<file path="src/rtl/sbrl_pkg.sv">
// ----------------------------------------------------------------------------
// Serial bank register loader package
// Shared constants, command codes and types for the loader front, queue and
// back end.
// ----------------------------------------------------------------------------
package sbrl_pkg;

   localparam int unsigned QUEUE_DEPTH_DEFAULT = 2;

   localparam int unsigned ADDR_W    = 16;
   localparam int unsigned DATA_W    = 8;
   localparam int unsigned SHIFT_W   = 5;
   localparam int unsigned COUNT_W   = 3;
   localparam int unsigned VARIANT_W = 3;

   localparam logic [COUNT_W-1:0] LAST_BIT = 3'd4;

   // command codes
   localparam logic [1:0] CMD_NOP   = 2'd0;
   localparam logic [1:0] CMD_RESET = 2'd1;
   localparam logic [1:0] CMD_LOAD  = 2'd2;

   // register select codes
   localparam logic [1:0] SEL_CONTROL  = 2'd0;
   localparam logic [1:0] SEL_CHR_LOW  = 2'd1;
   localparam logic [1:0] SEL_CHR_HIGH = 2'd2;
   localparam logic [1:0] SEL_PRG      = 2'd3;

   // board variants
   localparam logic [VARIANT_W-1:0] VAR_PLAIN    = 3'd0;
   localparam logic [VARIANT_W-1:0] VAR_RAM_OFF  = 3'd1;
   localparam logic [VARIANT_W-1:0] VAR_RAM_BANK = 3'd2;
   localparam logic [VARIANT_W-1:0] VAR_PAGE     = 3'd3;
   localparam logic [VARIANT_W-1:0] VAR_PAGE_RAM = 3'd4;
   localparam logic [VARIANT_W-1:0] VARIANT_RESET = VAR_PAGE_RAM;

   localparam logic [SHIFT_W-1:0] RESET_SET_MASK = 5'h0c;

   typedef struct packed {
      logic [1:0]         code;
      logic [1:0]         sel;
      logic [SHIFT_W-1:0] value;
   } cmd_type;

   typedef struct packed {
      logic full;
      logic empty;
   } q_status_type;

endpackage

</file>
<file path="src/rtl/sbrl_if.sv">
// ----------------------------------------------------------------------------
// Serial bank register loader channels
// Write request, result and configuration channels with valid/ready.
// ----------------------------------------------------------------------------
interface sbrl_req_if;
   logic                          valid;
   logic                          ready;
   logic [sbrl_pkg::ADDR_W-1:0]   bus_address;
   logic [sbrl_pkg::DATA_W-1:0]   write_byte;

   modport source(output valid, bus_address, write_byte, input ready);
   modport sink(input valid, bus_address, write_byte, output ready);
endinterface

interface sbrl_rsp_if;
   logic                           valid;
   logic                           ready;
   logic                           chr_mode_flag;
   logic                           prg_size_flag;
   logic                           prg_mode_flag;
   logic [1:0]                     mirroring;
   logic [sbrl_pkg::SHIFT_W-1:0]   chr_bank_low;
   logic [sbrl_pkg::SHIFT_W-1:0]   chr_bank_high;
   logic [3:0]                     prg_bank_number;
   logic                           ram_off_first;
   logic                           ram_off_second;
   logic [1:0]                     ram_bank_select;
   logic                           prg_page_flag;
   logic                           committed;

   modport source(output valid, chr_mode_flag, prg_size_flag, prg_mode_flag, mirroring,
                  chr_bank_low, chr_bank_high, prg_bank_number, ram_off_first,
                  ram_off_second, ram_bank_select, prg_page_flag, committed,
                  input ready);
   modport sink(input valid, chr_mode_flag, prg_size_flag, prg_mode_flag, mirroring,
                chr_bank_low, chr_bank_high, prg_bank_number, ram_off_first,
                ram_off_second, ram_bank_select, prg_page_flag, committed,
                output ready);
endinterface

interface sbrl_csr_if;
   logic                            valid;
   logic                            ready;
   logic [sbrl_pkg::VARIANT_W-1:0]  board_variant;

   modport source(output valid, board_variant, input ready);
   modport sink(input valid, board_variant, output ready);
endinterface

</file>
<file path="src/rtl/sbrl_front.sv">
// ----------------------------------------------------------------------------
// Serial bank register loader front end
// Accepts bus writes, tracks the serial bit counter and shift value, and
// turns each write into a no-op, reset or register load command.
// ----------------------------------------------------------------------------
module sbrl_front (
   input  logic                   clock,
   input  logic                   reset,
   sbrl_req_if.sink               req_chan,
   input  sbrl_pkg::q_status_type q_status,
   output logic                   push,
   output sbrl_pkg::cmd_type      push_cmd
);

   logic [sbrl_pkg::COUNT_W-1:0] bit_count_ff, bit_count_in;
   logic [sbrl_pkg::SHIFT_W-1:0] shift_ff, shift_in;
   logic [sbrl_pkg::SHIFT_W-1:0] shift_next;

   assign req_chan.ready = !q_status.full && !reset;
   assign push           = req_chan.valid && req_chan.ready;
   assign shift_next     = {req_chan.write_byte[0], shift_ff[sbrl_pkg::SHIFT_W-1:1]};

   always_comb begin
      bit_count_in   = bit_count_ff;
      shift_in       = shift_ff;
      push_cmd.code  = sbrl_pkg::CMD_NOP;
      push_cmd.sel   = req_chan.bus_address[14:13];
      push_cmd.value = shift_next;
      if (push && req_chan.bus_address[15]) begin
         if (req_chan.write_byte[7]) begin
            bit_count_in  = '0;
            push_cmd.code = sbrl_pkg::CMD_RESET;
         end else begin
            shift_in = shift_next;
            if (bit_count_ff == sbrl_pkg::LAST_BIT) begin
               bit_count_in  = '0;
               push_cmd.code = sbrl_pkg::CMD_LOAD;
            end else begin
               bit_count_in = bit_count_ff + 3'd1;
            end
         end
      end
   end

   always_ff @(posedge clock) begin
      if (reset) begin
         bit_count_ff <= '0;
         shift_ff     <= '0;
      end else begin
         bit_count_ff <= bit_count_in;
         shift_ff     <= shift_in;
      end
   end

endmodule

</file>
<file path="src/rtl/sbrl_queue.sv">
// ----------------------------------------------------------------------------
// Serial bank register loader command queue
// Small FIFO between the front end and the back end.
// ----------------------------------------------------------------------------
module sbrl_queue #(
   parameter int unsigned QUEUE_DEPTH = sbrl_pkg::QUEUE_DEPTH_DEFAULT
) (
   input  logic                   clock,
   input  logic                   reset,
   input  logic                   push,
   input  sbrl_pkg::cmd_type      push_cmd,
   input  logic                   pop,
   output sbrl_pkg::cmd_type      pop_cmd,
   output sbrl_pkg::q_status_type q_status
);

   localparam int unsigned PTR_W = (QUEUE_DEPTH > 1) ? $clog2(QUEUE_DEPTH) : 1;
   localparam int unsigned CNT_W = $clog2(QUEUE_DEPTH + 1);
   localparam logic [PTR_W-1:0] LAST_PTR = PTR_W'(QUEUE_DEPTH - 1);
   localparam logic [CNT_W-1:0] FULL_CNT = CNT_W'(QUEUE_DEPTH);

   sbrl_pkg::cmd_type entry_ff [QUEUE_DEPTH];
   logic [PTR_W-1:0]  wr_ptr_ff, wr_ptr_in;
   logic [PTR_W-1:0]  rd_ptr_ff, rd_ptr_in;
   logic [CNT_W-1:0]  count_ff, count_in;

   assign q_status.full  = (count_ff == FULL_CNT);
   assign q_status.empty = (count_ff == '0);
   assign pop_cmd        = entry_ff[rd_ptr_ff];

   always_comb begin
      wr_ptr_in = wr_ptr_ff;
      rd_ptr_in = rd_ptr_ff;
      count_in  = count_ff;
      if (push) begin
         wr_ptr_in = (wr_ptr_ff == LAST_PTR) ? '0 : wr_ptr_ff + PTR_W'(1);
      end
      if (pop) begin
         rd_ptr_in = (rd_ptr_ff == LAST_PTR) ? '0 : rd_ptr_ff + PTR_W'(1);
      end
      if (push && !pop) begin
         count_in = count_ff + CNT_W'(1);
      end else if (pop && !push) begin
         count_in = count_ff - CNT_W'(1);
      end
   end

   always_ff @(posedge clock) begin
      if (push) begin
         entry_ff[wr_ptr_ff] <= push_cmd;
      end
   end

   always_ff @(posedge clock) begin
      if (reset) begin
         wr_ptr_ff <= '0;
         rd_ptr_ff <= '0;
         count_ff  <= '0;
      end else begin
         wr_ptr_ff <= wr_ptr_in;
         rd_ptr_ff <= rd_ptr_in;
         count_ff  <= count_in;
      end
   end

   a_no_overflow : assert property (@(posedge clock) disable iff (reset)
      push |-> !q_status.full)
      else $error("queue push while full");

   a_no_underflow : assert property (@(posedge clock) disable iff (reset)
      pop |-> !q_status.empty)
      else $error("queue pop while empty");

   a_count_track : assert property (@(posedge clock) disable iff (reset)
      (push && !pop) |=> (count_ff == $past(count_ff) + CNT_W'(1)))
      else $error("queue count did not advance on push");

endmodule

</file>
<file path="src/rtl/sbrl_back.sv">
// ----------------------------------------------------------------------------
// Serial bank register loader back end
// Holds the board variant and mapper registers, executes queued commands and
// drives the result word.
// ----------------------------------------------------------------------------
module sbrl_back (
   input  logic                   clock,
   input  logic                   reset,
   input  sbrl_pkg::q_status_type q_status,
   input  sbrl_pkg::cmd_type      pop_cmd,
   output logic                   pop,
   sbrl_rsp_if.source             rsp_chan,
   sbrl_csr_if.sink               csr_chan
);

   logic [sbrl_pkg::VARIANT_W-1:0] variant_ff;
   logic [sbrl_pkg::SHIFT_W-1:0]   control_ff, control_in;
   logic [sbrl_pkg::SHIFT_W-1:0]   chr_low_ff, chr_low_in;
   logic [sbrl_pkg::SHIFT_W-1:0]   chr_high_ff, chr_high_in;
   logic [3:0]                     prg_bank_ff, prg_bank_in;
   logic                           ram_off0_ff, ram_off0_in;
   logic                           ram_off1_ff, ram_off1_in;
   logic [1:0]                     ram_bank_ff, ram_bank_in;
   logic                           page_ff, page_in;
   logic                           committed_ff, committed_in;
   logic                           valid_ff, valid_in;
   logic                           chr_load;
   logic [sbrl_pkg::SHIFT_W-1:0]   v;

   assign csr_chan.ready = !reset;
   assign pop      = !q_status.empty && (!valid_ff || rsp_chan.ready);
   assign valid_in = pop || (valid_ff && !rsp_chan.ready);
   assign v        = pop_cmd.value;

   always_comb begin
      control_in   = control_ff;
      chr_low_in   = chr_low_ff;
      chr_high_in  = chr_high_ff;
      prg_bank_in  = prg_bank_ff;
      ram_off0_in  = ram_off0_ff;
      ram_off1_in  = ram_off1_ff;
      ram_bank_in  = ram_bank_ff;
      page_in      = page_ff;
      committed_in = committed_ff;
      chr_load     = 1'b0;
      if (pop) begin
         committed_in = 1'b0;
         unique case (pop_cmd.code)
            sbrl_pkg::CMD_RESET: begin
               control_in = control_ff | sbrl_pkg::RESET_SET_MASK;
            end
            sbrl_pkg::CMD_LOAD: begin
               committed_in = 1'b1;
               unique case (pop_cmd.sel)
                  sbrl_pkg::SEL_CONTROL:  control_in = v;
                  sbrl_pkg::SEL_CHR_LOW: begin
                     chr_low_in = v;
                     chr_load   = 1'b1;
                  end
                  sbrl_pkg::SEL_CHR_HIGH: begin
                     chr_high_in = v;
                     chr_load    = 1'b1;
                  end
                  sbrl_pkg::SEL_PRG: begin
                     ram_off0_in = v[4];
                     prg_bank_in = v[3:0];
                  end
                  default: ;
               endcase
            end
            default: ;
         endcase
      end
      if (chr_load) begin
         unique case (variant_ff)
            sbrl_pkg::VAR_RAM_OFF:  ram_off1_in = v[4];
            sbrl_pkg::VAR_RAM_BANK: ram_bank_in = {1'b0, v[3]};
            sbrl_pkg::VAR_PAGE:     page_in = v[4];
            sbrl_pkg::VAR_PAGE_RAM: begin
               page_in     = v[4];
               ram_bank_in = v[3:2];
            end
            default: ;
         endcase
      end
   end

   always_ff @(posedge clock) begin
      if (reset) begin
         variant_ff   <= sbrl_pkg::VARIANT_RESET;
         control_ff   <= '0;
         chr_low_ff   <= '0;
         chr_high_ff  <= '0;
         prg_bank_ff  <= '0;
         ram_off0_ff  <= 1'b0;
         ram_off1_ff  <= 1'b0;
         ram_bank_ff  <= '0;
         page_ff      <= 1'b0;
         committed_ff <= 1'b0;
         valid_ff     <= 1'b0;
      end else begin
         if (csr_chan.valid) begin
            variant_ff <= csr_chan.board_variant;
         end
         control_ff   <= control_in;
         chr_low_ff   <= chr_low_in;
         chr_high_ff  <= chr_high_in;
         prg_bank_ff  <= prg_bank_in;
         ram_off0_ff  <= ram_off0_in;
         ram_off1_ff  <= ram_off1_in;
         ram_bank_ff  <= ram_bank_in;
         page_ff      <= page_in;
         committed_ff <= committed_in;
         valid_ff     <= valid_in;
      end
   end

   assign rsp_chan.valid           = valid_ff;
   assign rsp_chan.chr_mode_flag   = control_ff[4];
   assign rsp_chan.prg_size_flag   = control_ff[3];
   assign rsp_chan.prg_mode_flag   = control_ff[2];
   assign rsp_chan.mirroring       = control_ff[1:0];
   assign rsp_chan.chr_bank_low    = chr_low_ff;
   assign rsp_chan.chr_bank_high   = chr_high_ff;
   assign rsp_chan.prg_bank_number = prg_bank_ff;
   assign rsp_chan.ram_off_first   = ram_off0_ff;
   assign rsp_chan.ram_off_second  = ram_off1_ff;
   assign rsp_chan.ram_bank_select = ram_bank_ff;
   assign rsp_chan.prg_page_flag   = page_ff;
   assign rsp_chan.committed       = committed_ff;

   a_hold_regs : assert property (@(posedge clock) disable iff (reset)
      !pop |=> ($stable(control_ff) && $stable(chr_low_ff) && $stable(chr_high_ff)
                && $stable(prg_bank_ff) && $stable(committed_ff)))
      else $error("registers changed without a command");

   a_reset_sets_mode : assert property (@(posedge clock) disable iff (reset)
      (pop && pop_cmd.code == sbrl_pkg::CMD_RESET) |=>
         (control_ff[3] && control_ff[2] && !committed_ff))
      else $error("reset write did not set program mode bits");

   a_commit_from_load : assert property (@(posedge clock) disable iff (reset)
      (pop && pop_cmd.code != sbrl_pkg::CMD_LOAD) |=> !committed_ff)
      else $error("commit flag without a register load");

endmodule

</file>
<file path="src/rtl/serial_bank_register_loader_unit.sv">
// ----------------------------------------------------------------------------
// Serial bank register loader unit
// Result path: an accepted write goes to a queue entry, then to the result register.
// Throughput: one word per cycle while no result is held unaccepted; the back end
// retires one queued command per cycle. Input ready drops when the command queue is
// full under output stall, and in reset. Reset: synchronous, active high; all mapper
// registers and the bit counter clear, board variant returns to page plus ram-bank.
// ----------------------------------------------------------------------------
module serial_bank_register_loader_unit #(
   parameter int unsigned QUEUE_DEPTH = sbrl_pkg::QUEUE_DEPTH_DEFAULT
) (
   input logic         clock,
   input logic         reset,
   sbrl_req_if.sink    req_chan,
   sbrl_rsp_if.source  rsp_chan,
   sbrl_csr_if.sink    csr_chan
);

   sbrl_pkg::q_status_type q_status;
   sbrl_pkg::cmd_type      push_cmd;
   sbrl_pkg::cmd_type      pop_cmd;
   logic                   push;
   logic                   pop;

   sbrl_front u_front (
      .clock    (clock),
      .reset    (reset),
      .req_chan (req_chan),
      .q_status (q_status),
      .push     (push),
      .push_cmd (push_cmd)
   );

   sbrl_queue #(
      .QUEUE_DEPTH (QUEUE_DEPTH)
   ) u_queue (
      .clock    (clock),
      .reset    (reset),
      .push     (push),
      .push_cmd (push_cmd),
      .pop      (pop),
      .pop_cmd  (pop_cmd),
      .q_status (q_status)
   );

   sbrl_back u_back (
      .clock    (clock),
      .reset    (reset),
      .q_status (q_status),
      .pop_cmd  (pop_cmd),
      .pop      (pop),
      .rsp_chan (rsp_chan),
      .csr_chan (csr_chan)
   );

endmodule
</file>
<file path="src/flat_wrapper.sv">
// flat-port wrapper written by rule: the top's interface ports become plain ports
module serial_bank_register_loader_unit_flat 
#(
   parameter int unsigned QUEUE_DEPTH = sbrl_pkg::QUEUE_DEPTH_DEFAULT
)
  (clock, reset, req_chan_valid, req_chan_bus_address, req_chan_write_byte, req_chan_ready, rsp_chan_valid, rsp_chan_chr_mode_flag, rsp_chan_prg_size_flag, rsp_chan_prg_mode_flag, rsp_chan_mirroring, rsp_chan_chr_bank_low, rsp_chan_chr_bank_high, rsp_chan_prg_bank_number, rsp_chan_ram_off_first, rsp_chan_ram_off_second, rsp_chan_ram_bank_select, rsp_chan_prg_page_flag, rsp_chan_committed, rsp_chan_ready, csr_chan_valid, csr_chan_board_variant, csr_chan_ready);
  sbrl_req_if req_chan_i ();
  sbrl_rsp_if rsp_chan_i ();
  sbrl_csr_if csr_chan_i ();
  input logic clock;
  input logic reset;
  input wire logic [$bits(req_chan_i.valid)-1:0] req_chan_valid;
  input wire logic [$bits(req_chan_i.bus_address)-1:0] req_chan_bus_address;
  input wire logic [$bits(req_chan_i.write_byte)-1:0] req_chan_write_byte;
  output wire logic [$bits(req_chan_i.ready)-1:0] req_chan_ready;
  output wire logic [$bits(rsp_chan_i.valid)-1:0] rsp_chan_valid;
  output wire logic [$bits(rsp_chan_i.chr_mode_flag)-1:0] rsp_chan_chr_mode_flag;
  output wire logic [$bits(rsp_chan_i.prg_size_flag)-1:0] rsp_chan_prg_size_flag;
  output wire logic [$bits(rsp_chan_i.prg_mode_flag)-1:0] rsp_chan_prg_mode_flag;
  output wire logic [$bits(rsp_chan_i.mirroring)-1:0] rsp_chan_mirroring;
  output wire logic [$bits(rsp_chan_i.chr_bank_low)-1:0] rsp_chan_chr_bank_low;
  output wire logic [$bits(rsp_chan_i.chr_bank_high)-1:0] rsp_chan_chr_bank_high;
  output wire logic [$bits(rsp_chan_i.prg_bank_number)-1:0] rsp_chan_prg_bank_number;
  output wire logic [$bits(rsp_chan_i.ram_off_first)-1:0] rsp_chan_ram_off_first;
  output wire logic [$bits(rsp_chan_i.ram_off_second)-1:0] rsp_chan_ram_off_second;
  output wire logic [$bits(rsp_chan_i.ram_bank_select)-1:0] rsp_chan_ram_bank_select;
  output wire logic [$bits(rsp_chan_i.prg_page_flag)-1:0] rsp_chan_prg_page_flag;
  output wire logic [$bits(rsp_chan_i.committed)-1:0] rsp_chan_committed;
  input wire logic [$bits(rsp_chan_i.ready)-1:0] rsp_chan_ready;
  input wire logic [$bits(csr_chan_i.valid)-1:0] csr_chan_valid;
  input wire logic [$bits(csr_chan_i.board_variant)-1:0] csr_chan_board_variant;
  output wire logic [$bits(csr_chan_i.ready)-1:0] csr_chan_ready;
  assign req_chan_i.valid = req_chan_valid;
  assign req_chan_i.bus_address = req_chan_bus_address;
  assign req_chan_i.write_byte = req_chan_write_byte;
  assign req_chan_ready = req_chan_i.ready;
  assign rsp_chan_valid = rsp_chan_i.valid;
  assign rsp_chan_chr_mode_flag = rsp_chan_i.chr_mode_flag;
  assign rsp_chan_prg_size_flag = rsp_chan_i.prg_size_flag;
  assign rsp_chan_prg_mode_flag = rsp_chan_i.prg_mode_flag;
  assign rsp_chan_mirroring = rsp_chan_i.mirroring;
  assign rsp_chan_chr_bank_low = rsp_chan_i.chr_bank_low;
  assign rsp_chan_chr_bank_high = rsp_chan_i.chr_bank_high;
  assign rsp_chan_prg_bank_number = rsp_chan_i.prg_bank_number;
  assign rsp_chan_ram_off_first = rsp_chan_i.ram_off_first;
  assign rsp_chan_ram_off_second = rsp_chan_i.ram_off_second;
  assign rsp_chan_ram_bank_select = rsp_chan_i.ram_bank_select;
  assign rsp_chan_prg_page_flag = rsp_chan_i.prg_page_flag;
  assign rsp_chan_committed = rsp_chan_i.committed;
  assign rsp_chan_i.ready = rsp_chan_ready;
  assign csr_chan_i.valid = csr_chan_valid;
  assign csr_chan_i.board_variant = csr_chan_board_variant;
  assign csr_chan_ready = csr_chan_i.ready;
  serial_bank_register_loader_unit #(.QUEUE_DEPTH(QUEUE_DEPTH)) u_core (.clock(clock), .reset(reset), .req_chan(req_chan_i), .rsp_chan(rsp_chan_i), .csr_chan(csr_chan_i));
endmodule
</file>
<file path="config.mk">
export PLATFORM = sky130hd
export DESIGN_NAME = serial_bank_register_loader_unit_flat
export DESIGN_NICKNAME = d
export VERILOG_FILES = /design/src/rtl/sbrl_pkg.sv /design/src/rtl/sbrl_if.sv /design/src/rtl/sbrl_front.sv /design/src/rtl/sbrl_queue.sv /design/src/rtl/sbrl_back.sv /design/src/rtl/serial_bank_register_loader_unit.sv /design/src/flat_wrapper.sv
export SDC_FILE = /design/constraint.sdc
export NUM_CORES = 1
export LEC_CHECK = 0
export BUFFER_PORTS_ARGS = -buffer_cell sky130_fd_sc_hd__buf_2
export CAP_MARGIN = 20
export CORE_MARGIN = 3
export CORE_UTILIZATION = 50
export CTS_CLUSTER_SIZE = 28
export DETAILED_ROUTE_END_ITERATION = 6
export PLACE_DENSITY = 0.84
export SYNTH_ARGS = -nofsm -noshare
export SYNTH_HDL_FRONTEND = slang
export SYNTH_SLANG_ARGS = --single-unit
export TNS_END_PERCENT = 50
</file>
<file path="constraint.sdc">
create_clock -name clock -period 3.15 [get_ports clock]
set_input_delay 0.63 -clock clock [delete_from_list [all_inputs] [get_ports clock]]
set_output_delay 0.63 -clock clock [all_outputs]
set_load 0.005 [all_outputs]
</file>
==> metrics.md, run 1 <==
| Metric | Value |
|---|---|
| Initial drt markers | `153` |
| Largest area contributor in the netlist | `dfxtp_1` |
| Die X | `77.4 um` |
| Routability cong. | `0.712` |
| Yosys warnings | `0` |
| Most frequent cells after synthesis | `dfxtp_1 (41), nor2_1 (34), mux2i_1 (27), edfxtp_1 (18), a21oi_1 (10)` |
| Worst hold stages | `0` |
| Layout cell share with drive strength beyond 1 | `26.4%` |
| F_max | `0.425 GHz` |
| DR DRC count | `0` |
| H-tree levels | `3` |
| Flop-to-flop setup slack | `0.79 ns` |
| TritonCTS clock tree | `done` |
| Area Overhead vs Synth | `16.7%` |
| Core ar. | `4820 um^2` |
| Die area | `5980 um^2` |
| TritonRoute pass-1 iters | `5` |
| Register cell area after layout | `1360 um^2` |
| Overall global routing resource usage | `17.7%` |
| Rel. slew slack | `53.1%` |
| Clock Skews | `0.00855 ns` |
| Final Cycle Share | `74.8%` |
| WL/cell | `14.0 um` |
| Reg2reg path depth | `6` |
| Post-CTS Setup Bufs | `0` |
| Post-synth EDFFs | `18` |
| Tightest Hold Check Type | `register to register` |
| Clock slew at reported path FFs | `0.06 ns` |
| Synth top area share | `32.2%` |
| CP top delay family | `flip-flops` |
| Post-synthesis sequential area ratio | `53.5%` |
| Top_reg_cell synth | `dfxtp_1` |
| Hold endpoint | `u_core.u_queue.entry_ff[0][0]` |
| CP required | `3.39 ns` |
| R2R Path End | `u_core.u_back.control_ff[3]` |
| Post-DP Area | `2800 um^2` |
| Routed vias | `1806` |
| Global-route wire length before repair | `8220 um` |
| Hold Path Origin | `u_core.u_front.shift_ff[1]` |
| IO Pins | `60` |
| Number of fill cells in the layout | `409` |
| Cts repair resizes | `0` |
| Total CTS buffers | `9` |
| Power Density | `660 nW/um^2` |
| Worst-case clock buffer depth | `2` |
| Met1 wire length | `2080 um` |
| Post-Syn Area | `2550 um^2` |
| Cell area after layout | `2970 um^2` |
| Final Max Slew Viols | `0` |
| Cells after Synth | `224` |
| Synth area leaders | `dfxtp_1 (32%), edfxtp_1 (21%), mux2i_1 (11%), nor2_1 (5.0%), ha_1 (3.4%)` |
| Met3 wire len | `264 um` |
| Later-pin clock latency in the skew report | `0.33 ns` |
| Worst path slowest cell | `dfxtp_1` |
| Final setup violation count | `0` |
| CP max stage delay | `0.69 ns` |
| Grt ovf | `0` |
| Nets | `307` |
| Critical-path maximum fanout | `12` |
| Nature of the critical path startpoint | `register` |
| Number of routed nets with antenna violations | `0` |
| Hold_buf cts | `0` |
| TNS Setup | `0 ns` |
| Port bufs | `40` |
| Post-synthesis sequential element count | `59` |
| Clock root buffer | `clkbuf_8` |
| Antenna violations before repair | `0` |
| Most common cell in the netlist | `dfxtp_1` |
| Min Tclk post-route | `2.36 ns` |
| Initial core utilization | `52.9%` |
| Worst-Margin Slew | `0.699 ns` |
| Synthesized Nets | `263` |
| Wire length on met2 | `2350 um` |
| Largest net degree at the start of global routing | `45` |
| Maximum capacitance violations | `0` |
| Final WL | `4750 um` |
| HPWL after DPL | `3360 um` |
| CP Class | `register to register` |
| Vias in the first global route | `1804` |
| DR top layer | `met4` |
| Unrepaired setup endpoints after global routing | `no` |
| Setup crit end kind | `register` |
| Placement row count | `25` |
| Util after Layout | `61.7%` |
| Fin. Hold Viols | `0` |
| Multi-input gate area | `1100 um^2` |
| P_leak | `1.34 nW` |
| Avg Cell Area, Syn | `11.4 um^2` |
| Vias per cell | `5.31` |
| Clock sink count | `59` |
| Worst EP arrival | `2.60 ns` |
| Maximum vdd drop | `0.000398 V` |
| Netlist cell types | `45` |
| Inserted Diodes | `0` |
| Crit-path cells | `mux2i_1 > ha_1 > nand2_1 > mux2_2 > a211o_1 > a211oi_1` |
| Status | `finished clean` |
| Ys async rst share | `0%` |
| Worst Path Buf+Inv | `0` |
| Die Ht | `77.4 um` |
metrics by stage:
step	worst slack, ns	power (W)	hold slack (ns)	instances
4_1_cts	0.798	0.00198	0.457	340
6_report	0.795	0.00196	0.456	340
2_1_floorplan	0.706	0.00128	0.425	224
5_1_grt	0.599	0.00207	0.475	340
3_3_place_gp	0.880	0.00137	0.432	324
3_5_place_dp	0.820	0.00138	0.444	324
where the power goes:
part | switching [W] | internal [W]
registers | 0.0000679 | 0.000855
clock network | 0.000271 | 0.000326
logic | 0.000251 | 0.000188
sequential cells by signal, indices dropped and copies added, names as in the netlist, 2 cells and up, named ones only:
register,cells
u_core.u_back.rsp_chan.ram_bank_select,2
u_core.u_queue.entry_ff,18
u_core.u_back.control_ff,5
u_core.u_back.variant_ff,3
u_core.u_back.rsp_chan.chr_bank_low,5
u_core.u_front.shift_ff,4
u_core.u_back.rsp_chan.prg_bank_number,4
u_core.u_front.bit_count_ff,3
u_core.u_queue.count_ff,2
u_core.u_back.rsp_chan.chr_bank_high,5
worst max-delay path by stage:
stage	slack, ns	to	cells past startpoint	from
final	0.79	u_core.u_back.control_ff[3]	6	register
after global routing	0.60	u_core.u_back.control_ff[2]	6	register
after CTS	0.80	u_core.u_back.control_ff[2]	6	register
after detailed placement	0.82	u_core.u_back.control_ff[2]	6	register
after global placement	0.88	u_core.u_back.control_ff[3]	6	register
after floorplan	0.71	u_core.u_queue.entry_ff[0][0]	3	reset
per-layer routing:
metal / up-vias / GRT usage [%]
met3: 4 / 5.92
met5: - / 0
met4: 0 / 11.4
met1: 877 / 20.8
met2: 35 / 27.7
li1: 890 / -
kinds of logic after synthesis:
logic type | synth area share (%)
AO/OA/AOI/OAI | 10.7
XOR/XNOR | 1.38
adder cells (fa/ha/maj) | 3.44
buffers and inverters | 3.19
flip-flops | 53.5
multiplexers | 13.3
AND/OR/NAND/NOR | 14.6
layout by cell type (no fill, tap or decap), types with 2 or more instances in the layout:
master and count:
a211oi_1 2, a21oi_1 10, and2_1 2, and3_1 2
and3b_1 2, buf_2 40, buf_4 2, clkbuf_1 3
clkbuf_8 11, clkinv_2 2, dfxtp_1 41, edfxtp_1 18
ha_1 7, inv_1 9, mux2_2 6, mux2i_1 27
nand2_1 9, nand2b_1 5, nand4_1 2, nor2_1 34
nor2b_1 2, nor3_1 4, o2111ai_2 4, o211ai_1 2
o21ai_0 4, or3_1 2, xor2_1 3
worst register-to-register path, cell delays in order, from the launching register on:
cell	delay (ns)
dfxtp_1	0.69
mux2i_1	0.40
ha_1	0.29
nand2_1	0.07
mux2_2	0.25
a211o_1	0.33
a211oi_1	0.25
cell type report:
class,count,share of cell area [%]
well taps,67,2.82
clock inverters,2,0.337
flip-flops and latches,59,45.8
clock buffers,14,5.48
multi-input cells,147,37.2
inverters,9,1.14
repair buffers,42,7.25
Note: power is estimated with default switching activity, not from simulation.
==> run 2, diff against run 1 <==
ABC_AREA = 1   (was default)
clock period = 2.4 ns   (was 3.15 ns; I/O delays follow)
==> run 2 against run 1 <==
Clock-buffer cell count down 2. Register-to-register slack worse by 0.52 ns. Non-clock buffer count up 3. First-iteration DRC count down 18%. Total power up 36%. Cell count up 23%. Critical path depth up 3. Hold slack worse by 0.12 ns. Sequential power up 32%. Via count up 13%. Worst setup slack worse by 0.52 ns. Sequential share of layout area up 0.73 points. Largest cell class unchanged. Largest power group unchanged.
==> metrics.md, run 2 <==
| Metric | Value |
|---|---|
| Grt ovf | `0 (unchanged)` |
| Port bufs | `40 (unchanged)` |
| Cell area after layout | `2920 um^2 (-1.6%)` |
| Post-synthesis sequential element count | `59 (unchanged)` |
| Post-synth EDFFs | `18 (unchanged)` |
| Area Overhead vs Synth | `17.3%` |
| Post-CTS Setup Bufs | `0 (unchanged)` |
| Initial core utilization | `52.1% (-0.78 points)` |
| Routed vias | `2038 (+13%)` |
| Ys async rst share | `0% (unchanged)` |
| Number of flip-flops in the largest register | `18 (unchanged)` |
| Worst-Margin Slew | `0.563 ns (-0.136 ns)` |
| Synth area leaders | `dfxtp_1 (33%), edfxtp_1 (22%), nand2_1 (9.0%), a21oi_1 (6.0%), nor2_1 (6.0%)` |
| Clock sink count | `59 (unchanged)` |
| Final Max Slew Viols | `0 (unchanged)` |
| Cells after Synth | `298 (+33%)` |
| Vias in the first global route | `1962 (+8.8%)` |
| IO Pins | `60 (unchanged)` |
| Number of routed nets with antenna violations | `0 (unchanged)` |
| HPWL after DPL | `3530 um (+4.9%)` |
| Power Density | `914 nW/um^2 (+39%)` |
| Unrepaired setup endpoints after global routing | `no` |
| Clock root buffer | `clkbuf_8` |
| TritonCTS clock tree | `done` |
| Global-route wire length before repair | `8390 um (+2.1%)` |
| Hold_buf cts | `0 (unchanged)` |
| Clock Skews | `0.00511 ns (-0.00344 ns)` |
| Most frequent cells after synthesis | `nand2_1 (60), dfxtp_1 (41), nor2_1 (40), inv_1 (34), a21oi_1 (30)` |
| Final Cycle Share | `88.7% (+14 points)` |
| Commonest non-fill, non-tap cell in the layout | `nand2_1` |
| CP Class | `register to register` |
| Comb pwr share | `26.4% (+4.0 points)` |
| Post-Syn Area | `2490 um^2 (-2.1%)` |
| Rel. slew slack | `62.1% (+9.0 points)` |
| Total CTS buffers | `9 (unchanged)` |
| Synthesized Nets | `337 (+28%)` |
| Initial drt markers | `126 (-18%)` |
| Most common cell in the netlist | `nand2_1` |
| Maximum capacitance violations | `0 (unchanged)` |
| Final WL | `4770 um (+0.32%)` |
| Later-pin clock latency in the skew report | `0.33 ns (about the same)` |
| Layout cell share with drive strength beyond 1 | `19.9% (-6.4 points)` |
| Routability cong. | `0.798 (+12%)` |
| Placement row count | `25 (unchanged)` |
| Die area | `5870 um^2 (-2.0%)` |
| Critical-path maximum fanout | `12 (unchanged)` |
| Vias per cell | `4.88 (-8.2%)` |
| Netlist cell types | `24 (-47%)` |
| Final setup violation count | `0 (unchanged)` |
| Nets | `385 (+25%)` |
| Overall global routing resource usage | `18.1% (+0.39 points)` |
| Core ar. | `4790 um^2 (-0.65%)` |
| Number of fill cells in the layout | `417 (+2.0%)` |
| Most flops, register | `u_core.u_queue.entry_ff` |
| Nature of the critical path startpoint | `register` |
| TritonRoute pass-1 iters | `4 (-1)` |
| Cts repair resizes | `0 (unchanged)` |
| Clk pwr share | `27.9% (-2.6 points)` |
| Reg2reg path depth | `9 (+3)` |
| Yosys warnings | `0 (unchanged)` |
| Post-DP Area | `2760 um^2 (-1.3%)` |
| TNS Setup | `0 ns (unchanged)` |
| P_int | `0.00177 W (+29%)` |
| Maximum vdd drop | `0.000597 V (+50%)` |
| Post-synthesis sequential area ratio | `54.6% (+1.2 points)` |
| P_sw | `0.000901 W (+53%)` |
| DR DRC count | `0 (unchanged)` |
| WL/cell | `11.4 um (-18%)` |
| Tightest Hold Check Type | `primary input to register` |
| Avg Cell Area, Syn | `8.36 um^2 (-26%)` |
| Setup crit end kind | `register` |
| Top_reg_cell synth | `dfxtp_1` |
| Worst EP arrival | `2.36 ns (-0.24 ns)` |
| Fin. Hold Viols | `0 (unchanged)` |
| Synth top area share | `32.9% (+0.70 points)` |
| Antenna violations before repair | `0 (unchanged)` |
| F_max | `0.469 GHz (+11%)` |
| Largest net degree at the start of global routing | `24 (-47%)` |
| Die X | `76.6 um (-0.98%)` |
| Die Ht | `76.6 um (-0.98%)` |
| H-tree levels | `3 (unchanged)` |
| Min Tclk post-route | `2.13 ns (-0.226 ns)` |
| CP required | `2.63 ns (-0.76 ns)` |
| Flop pwr share | `45.7% (-1.4 points)` |
| Most frequent cells in the layout | `nand2_1 (60), dfxtp_1 (41), nor2_1 (40), buf_2 (40), inv_1 (34)` |
| Inserted Diodes | `0 (unchanged)` |
| P_leak | `1.33 nW (-0.53%)` |
| Worst-case clock buffer depth | `2 (unchanged)` |
| Worst hold stages | `1 (+1)` |
| Clock slew at reported path FFs | `0.06 ns (about the same)` |
| Sw Ratio | `33.7% (+3.6 points)` |
| Largest area contributor in the netlist | `dfxtp_1` |
| Status | `finished clean` |
run 2: cell count changes after synthesis, sizes merged, moves of 6 or more:
cell | previous run | this run
nand2 | 9 | 65
mux2i | 27 | 0
inv | 9 | 35
nand3 | 0 | 23
a21oi | 10 | 30
o21ai | 4 | 22
nor2 | 34 | 42
mux2 | 6 | 0
run 2: logic make-up after synthesis:
family / count (synthesis) / share of synthesized area (%)
AND/OR/NAND/NOR: 136 / 23.5
flip-flops: 59 / 54.6
AO/OA/AOI/OAI: 52 / 10.6
buffers and inverters: 43 / 7.38
adder cells (fa/ha/maj): 7 / 3.51
XOR/XNOR: 1 / 0.351
run 2: layout make-up:
type	count	area [um^2]	share of cell area, %
timing repair buffer	45	238	8.13
clock buffer	12	145	4.96
sequential	59	1360	46.6
clock inverter	4	17.5	0.599
tap	67	83.8	2.87
multi-input combinational	196	947	32.4
inverter	35	131	4.49
run 2: power by group through the flow:
stage	clock [W]	combinational, W	sequential [W]
after global placement	0	0.000670	0.00124
after detailed placement	0	0.000702	0.00124
after floorplan	0	0.000539	0.00122
final	0.000745	0.000705	0.00122
after CTS	0.000770	0.000707	0.00122
after global routing	0.000810	0.000804	0.00124
run 2: routing by layer:
layer,share of wire (%),GRT usage [%],vias to the layer above
met4,1.5,8.51,0
met3,5.9,7.21,9
met5,0,0,-
li1,-,-,1060
met1,44,20.7,915
met2,49,29.7,54
run 2: critical path, cell delays in order (launching register included):
cell and delay (ns):
dfxtp_1 0.53, inv_1 0.14, or2_2 0.28, o21ai_0 0.22, ha_1 0.29, nand3_1 0.09
nor2_1 0.24, nand3_1 0.12, nand2_1 0.07, nor2_1 0.04
run 2: through the flow:
step / total power [W] / util (%) / hold WS, ns / std cells / worst slack (ns)
after detailed placement: 0.00195 / 57.7 / 0.443 / 402 / 0.280
after floorplan: 0.00176 / - / 0.420 / 298 / 0.750
after global routing: 0.00285 / 61.1 / 0.321 / 418 / 0.127
final: 0.00267 / 61.1 / 0.335 / 418 / 0.270
after CTS: 0.00270 / 61.1 / 0.317 / 418 / 0.259
after global placement: 0.00190 / 57.7 / 0.437 / 402 / 0.378
run 2: path summary, 6_finish.rpt:
path / startpoint / end / slack [ns]
max: register / u_core.u_back.rsp_chan.ram_bank_select[0] / 0.27
min: req_chan_bus_address[13] / u_core.u_queue.entry_ff[1][5] / 0.34
max reg2reg: register / u_core.u_back.rsp_chan.ram_bank_select[0] / 0.27
min reg2reg: u_core.u_back.rsp_chan.chr_bank_low[3] / u_core.u_back.rsp_chan.chr_bank_low[3] / 0.46
==> run 3, diff against run 2 <==
CORE_ASPECT_RATIO = 1.25   (was default)
CTS_CLUSTER_DIAMETER = 30   (was default)
TNS_END_PERCENT = 10   (was 50)
==> run 3 against run 2 <==
Non-clock buffer count is 1 higher. Critical path depth fell by 1. Combinational power up 4.1%. Final area grew 0.68%. Wire length up 2.7%. Sequential power is essentially flat. Sequential share of layout area decreased by 0.32 points. Clock-buffer cell count decreased by 2. Clock power up 12%. Critical endpoint unchanged. Highest routed layer unchanged.
==> metrics.md, run 3 (synthesis results as in run 2) <==
| Metric | Value |
|---|---|
| Status | `finished clean` |
| Hold endpoint | `u_core.u_queue.entry_ff[1][6]` |
| Fin. Hold Viols | `0 (unchanged)` |
| Maximum vdd drop | `0.000466 V (-22%)` |
| Hold Path Origin | `req_chan_bus_address[14]` |
| Commonest non-fill, non-tap cell in the layout | `nand2_1` |
| CP required | `2.63 ns (about the same)` |
| Initial core utilization | `52.3% (+0.23 points)` |
| Met3 wire len | `236 um (-16%)` |
| Reg2reg path depth | `8 (-1)` |
| Port bufs | `40 (unchanged)` |
| DR top layer | `met4` |
| Die Ht | `84.9 um (+11%)` |
| F_max | `0.568 GHz (+21%)` |
| Antenna violations before repair | `0 (unchanged)` |
| Routability cong. | `0.739 (-7.4%)` |
| CP Class | `register to register` |
| Worst EP arrival | `1.99 ns (-0.37 ns)` |
| TritonRoute pass-1 iters | `4 (unchanged)` |
| Inserted Diodes | `0 (unchanged)` |
| Cts repair resizes | `0 (unchanged)` |
| Critical-path maximum fanout | `11 (-1)` |
| Grt ovf | `0 (unchanged)` |
| Clock Skews | `0.00490 ns (-0.000209 ns)` |
| P_leak | `1.34 nW (+1.0%)` |
| Flop-to-flop setup slack | `0.64 ns (+0.37 ns)` |
| Number of routed nets with antenna violations | `0 (unchanged)` |
| Post-DP Area | `2760 um^2 (about the same)` |
| Clock root buffer | `clkbuf_8` |
| Die X | `69.2 um (-9.7%)` |
| H-tree levels | `3 (unchanged)` |
| Nature of the critical path startpoint | `register` |
| Most flops, register | `u_core.u_queue.entry_ff` |
| R2R Path End | `u_core.u_back.rsp_chan.ram_bank_select[0]` |
| Total CTS buffers | `9 (unchanged)` |
| Worst hold stages | `1 (unchanged)` |
| Design Power | `0.00278 W (+3.9%)` |
| Worst-Margin Slew | `0.408 ns (-0.155 ns)` |
| DR DRC count | `0 (unchanged)` |
| Power Density | `943 nW/um^2 (+3.2%)` |
| Overall global routing resource usage | `17.6% (-0.48 points)` |
| Hold_buf cts | `0 (unchanged)` |
| Final setup violation count | `0 (unchanged)` |
| IO Pins | `60 (unchanged)` |
| Later-pin clock latency in the skew report | `0.33 ns (about the same)` |
| Met1 wire length | `2000 um (-4.9%)` |
| Initial drt markers | `108 (-14%)` |
| Clock slew at reported path FFs | `0.06 ns (about the same)` |
| Worst-case clock buffer depth | `2 (unchanged)` |
| Clock sink count | `59 (unchanged)` |
| TNS Setup | `0 ns (unchanged)` |
| Routed vias | `2039 (+0.049%)` |
| Placement row count | `28 (+12%)` |
| Global-route wire length before repair | `8140 um (-3.0%)` |
| Rel. slew slack | `72.5% (+10 points)` |
| Final Max Slew Viols | `0 (unchanged)` |
| Unrepaired setup endpoints after global routing | `no` |
| Nets | `386 (+0.26%)` |
| HPWL after DPL | `3500 um (-0.85%)` |
| Largest net degree at the start of global routing | `24 (unchanged)` |
| WL/cell | `11.9 um (+4.2%)` |
| Number of fill cells in the layout | `433 (+3.8%)` |
| TritonCTS clock tree | `done` |
| Layout cell share with drive strength beyond 1 | `20.7% (+0.80 points)` |
| Number of flip-flops in the largest register | `18 (unchanged)` |
| Area Overhead vs Synth | `18.1%` |
| Wire length on met2 | `2560 um (+11%)` |
| Final WL | `4900 um (+2.7%)` |
| Die area | `5870 um^2 (about the same)` |
| Most frequent cells in the layout | `nand2_1 (60), dfxtp_1 (41), nor2_1 (40), buf_2 (40), inv_1 (34)` |
| Tightest Hold Check Type | `primary input to register` |
| Final Cycle Share | `73.4% (-15 points)` |
| Vias in the first global route | `1891 (-3.6%)` |
| Min Tclk post-route | `1.76 ns (-0.368 ns)` |
| Maximum capacitance violations | `0 (unchanged)` |
| Post-CTS Setup Bufs | `0 (unchanged)` |
| Vias per cell | `4.95 (+1.5%)` |
| Util after Layout | `61.8% (+0.69 points)` |
| Setup crit end kind | `register` |
| Cell area after layout | `2940 um^2 (+0.68%)` |
| Core ar. | `4760 um^2 (-0.44%)` |
[run 3: worst max path at each step]
stage / to / slack (ns) / cells after the start
global placement: u_core.u_queue.count_ff[1] / 0.41 / 9
global route: u_core.u_back.rsp_chan.ram_bank_select[1] / 0.43 / 7
finish: u_core.u_back.rsp_chan.ram_bank_select[0] / 0.64 / 8
detailed placement: u_core.u_queue.count_ff[1] / 0.35 / 9
floorplan: u_core.u_back.rsp_chan.ram_bank_select[0] / 0.75 / 10
CTS: u_core.u_back.rsp_chan.ram_bank_select[0] / 0.63 / 8
[run 3: worst max-delay path: stages, from the launching register on]
cell and delay [ns]:
dfxtp_1 0.32, buf_4 0.17, o21ai_0 0.36, ha_1 0.29
nand3_1 0.09, nor2_1 0.20, nand3_1 0.12, nand2_1 0.07
nor2_1 0.04
[run 3: layout make-up]
class                   instances  area [um^2]  share of cell area, %
flip-flops and latches         59         1360                   46.2
multi-input cells             196          947                   32.2
repair buffers                 46          245                   8.33
inverters                      35          131                   4.46
clock buffers                  10          128                   4.33
well taps                      60         75.1                   2.55
clock inverters                 6         56.3                   1.91
[run 3: report_power, final]
group | switching [W] | internal (W) | total, W | leakage [nW]
registers | 0.0000679 | 0.00114 | 0.00121 | 0.502
logic | 0.000484 | 0.000249 | 0.000734 | 0.747
clock network | 0.000367 | 0.000470 | 0.000836 | 0.0935
total | 0.000919 | 0.00186 | 0.00278 | 1.34
[run 3: stage by stage]
step                      setup WS [ns]  cells  hold slack [ns]
final                             0.638    412            0.337
after global routing              0.432    412            0.323
after CTS                         0.631    412            0.327
after detailed placement          0.348    396            0.444
after global placement            0.413    396            0.431
after floorplan                   0.750    298            0.420
[run 3: layer usage]
layer / track usage (%) / vias up
met1: 17.9 / 918
li1: - / 1062
met3: 5.69 / 10
met5: 0 / -
met2: 31.7 / 49
met4: 9.77 / 0
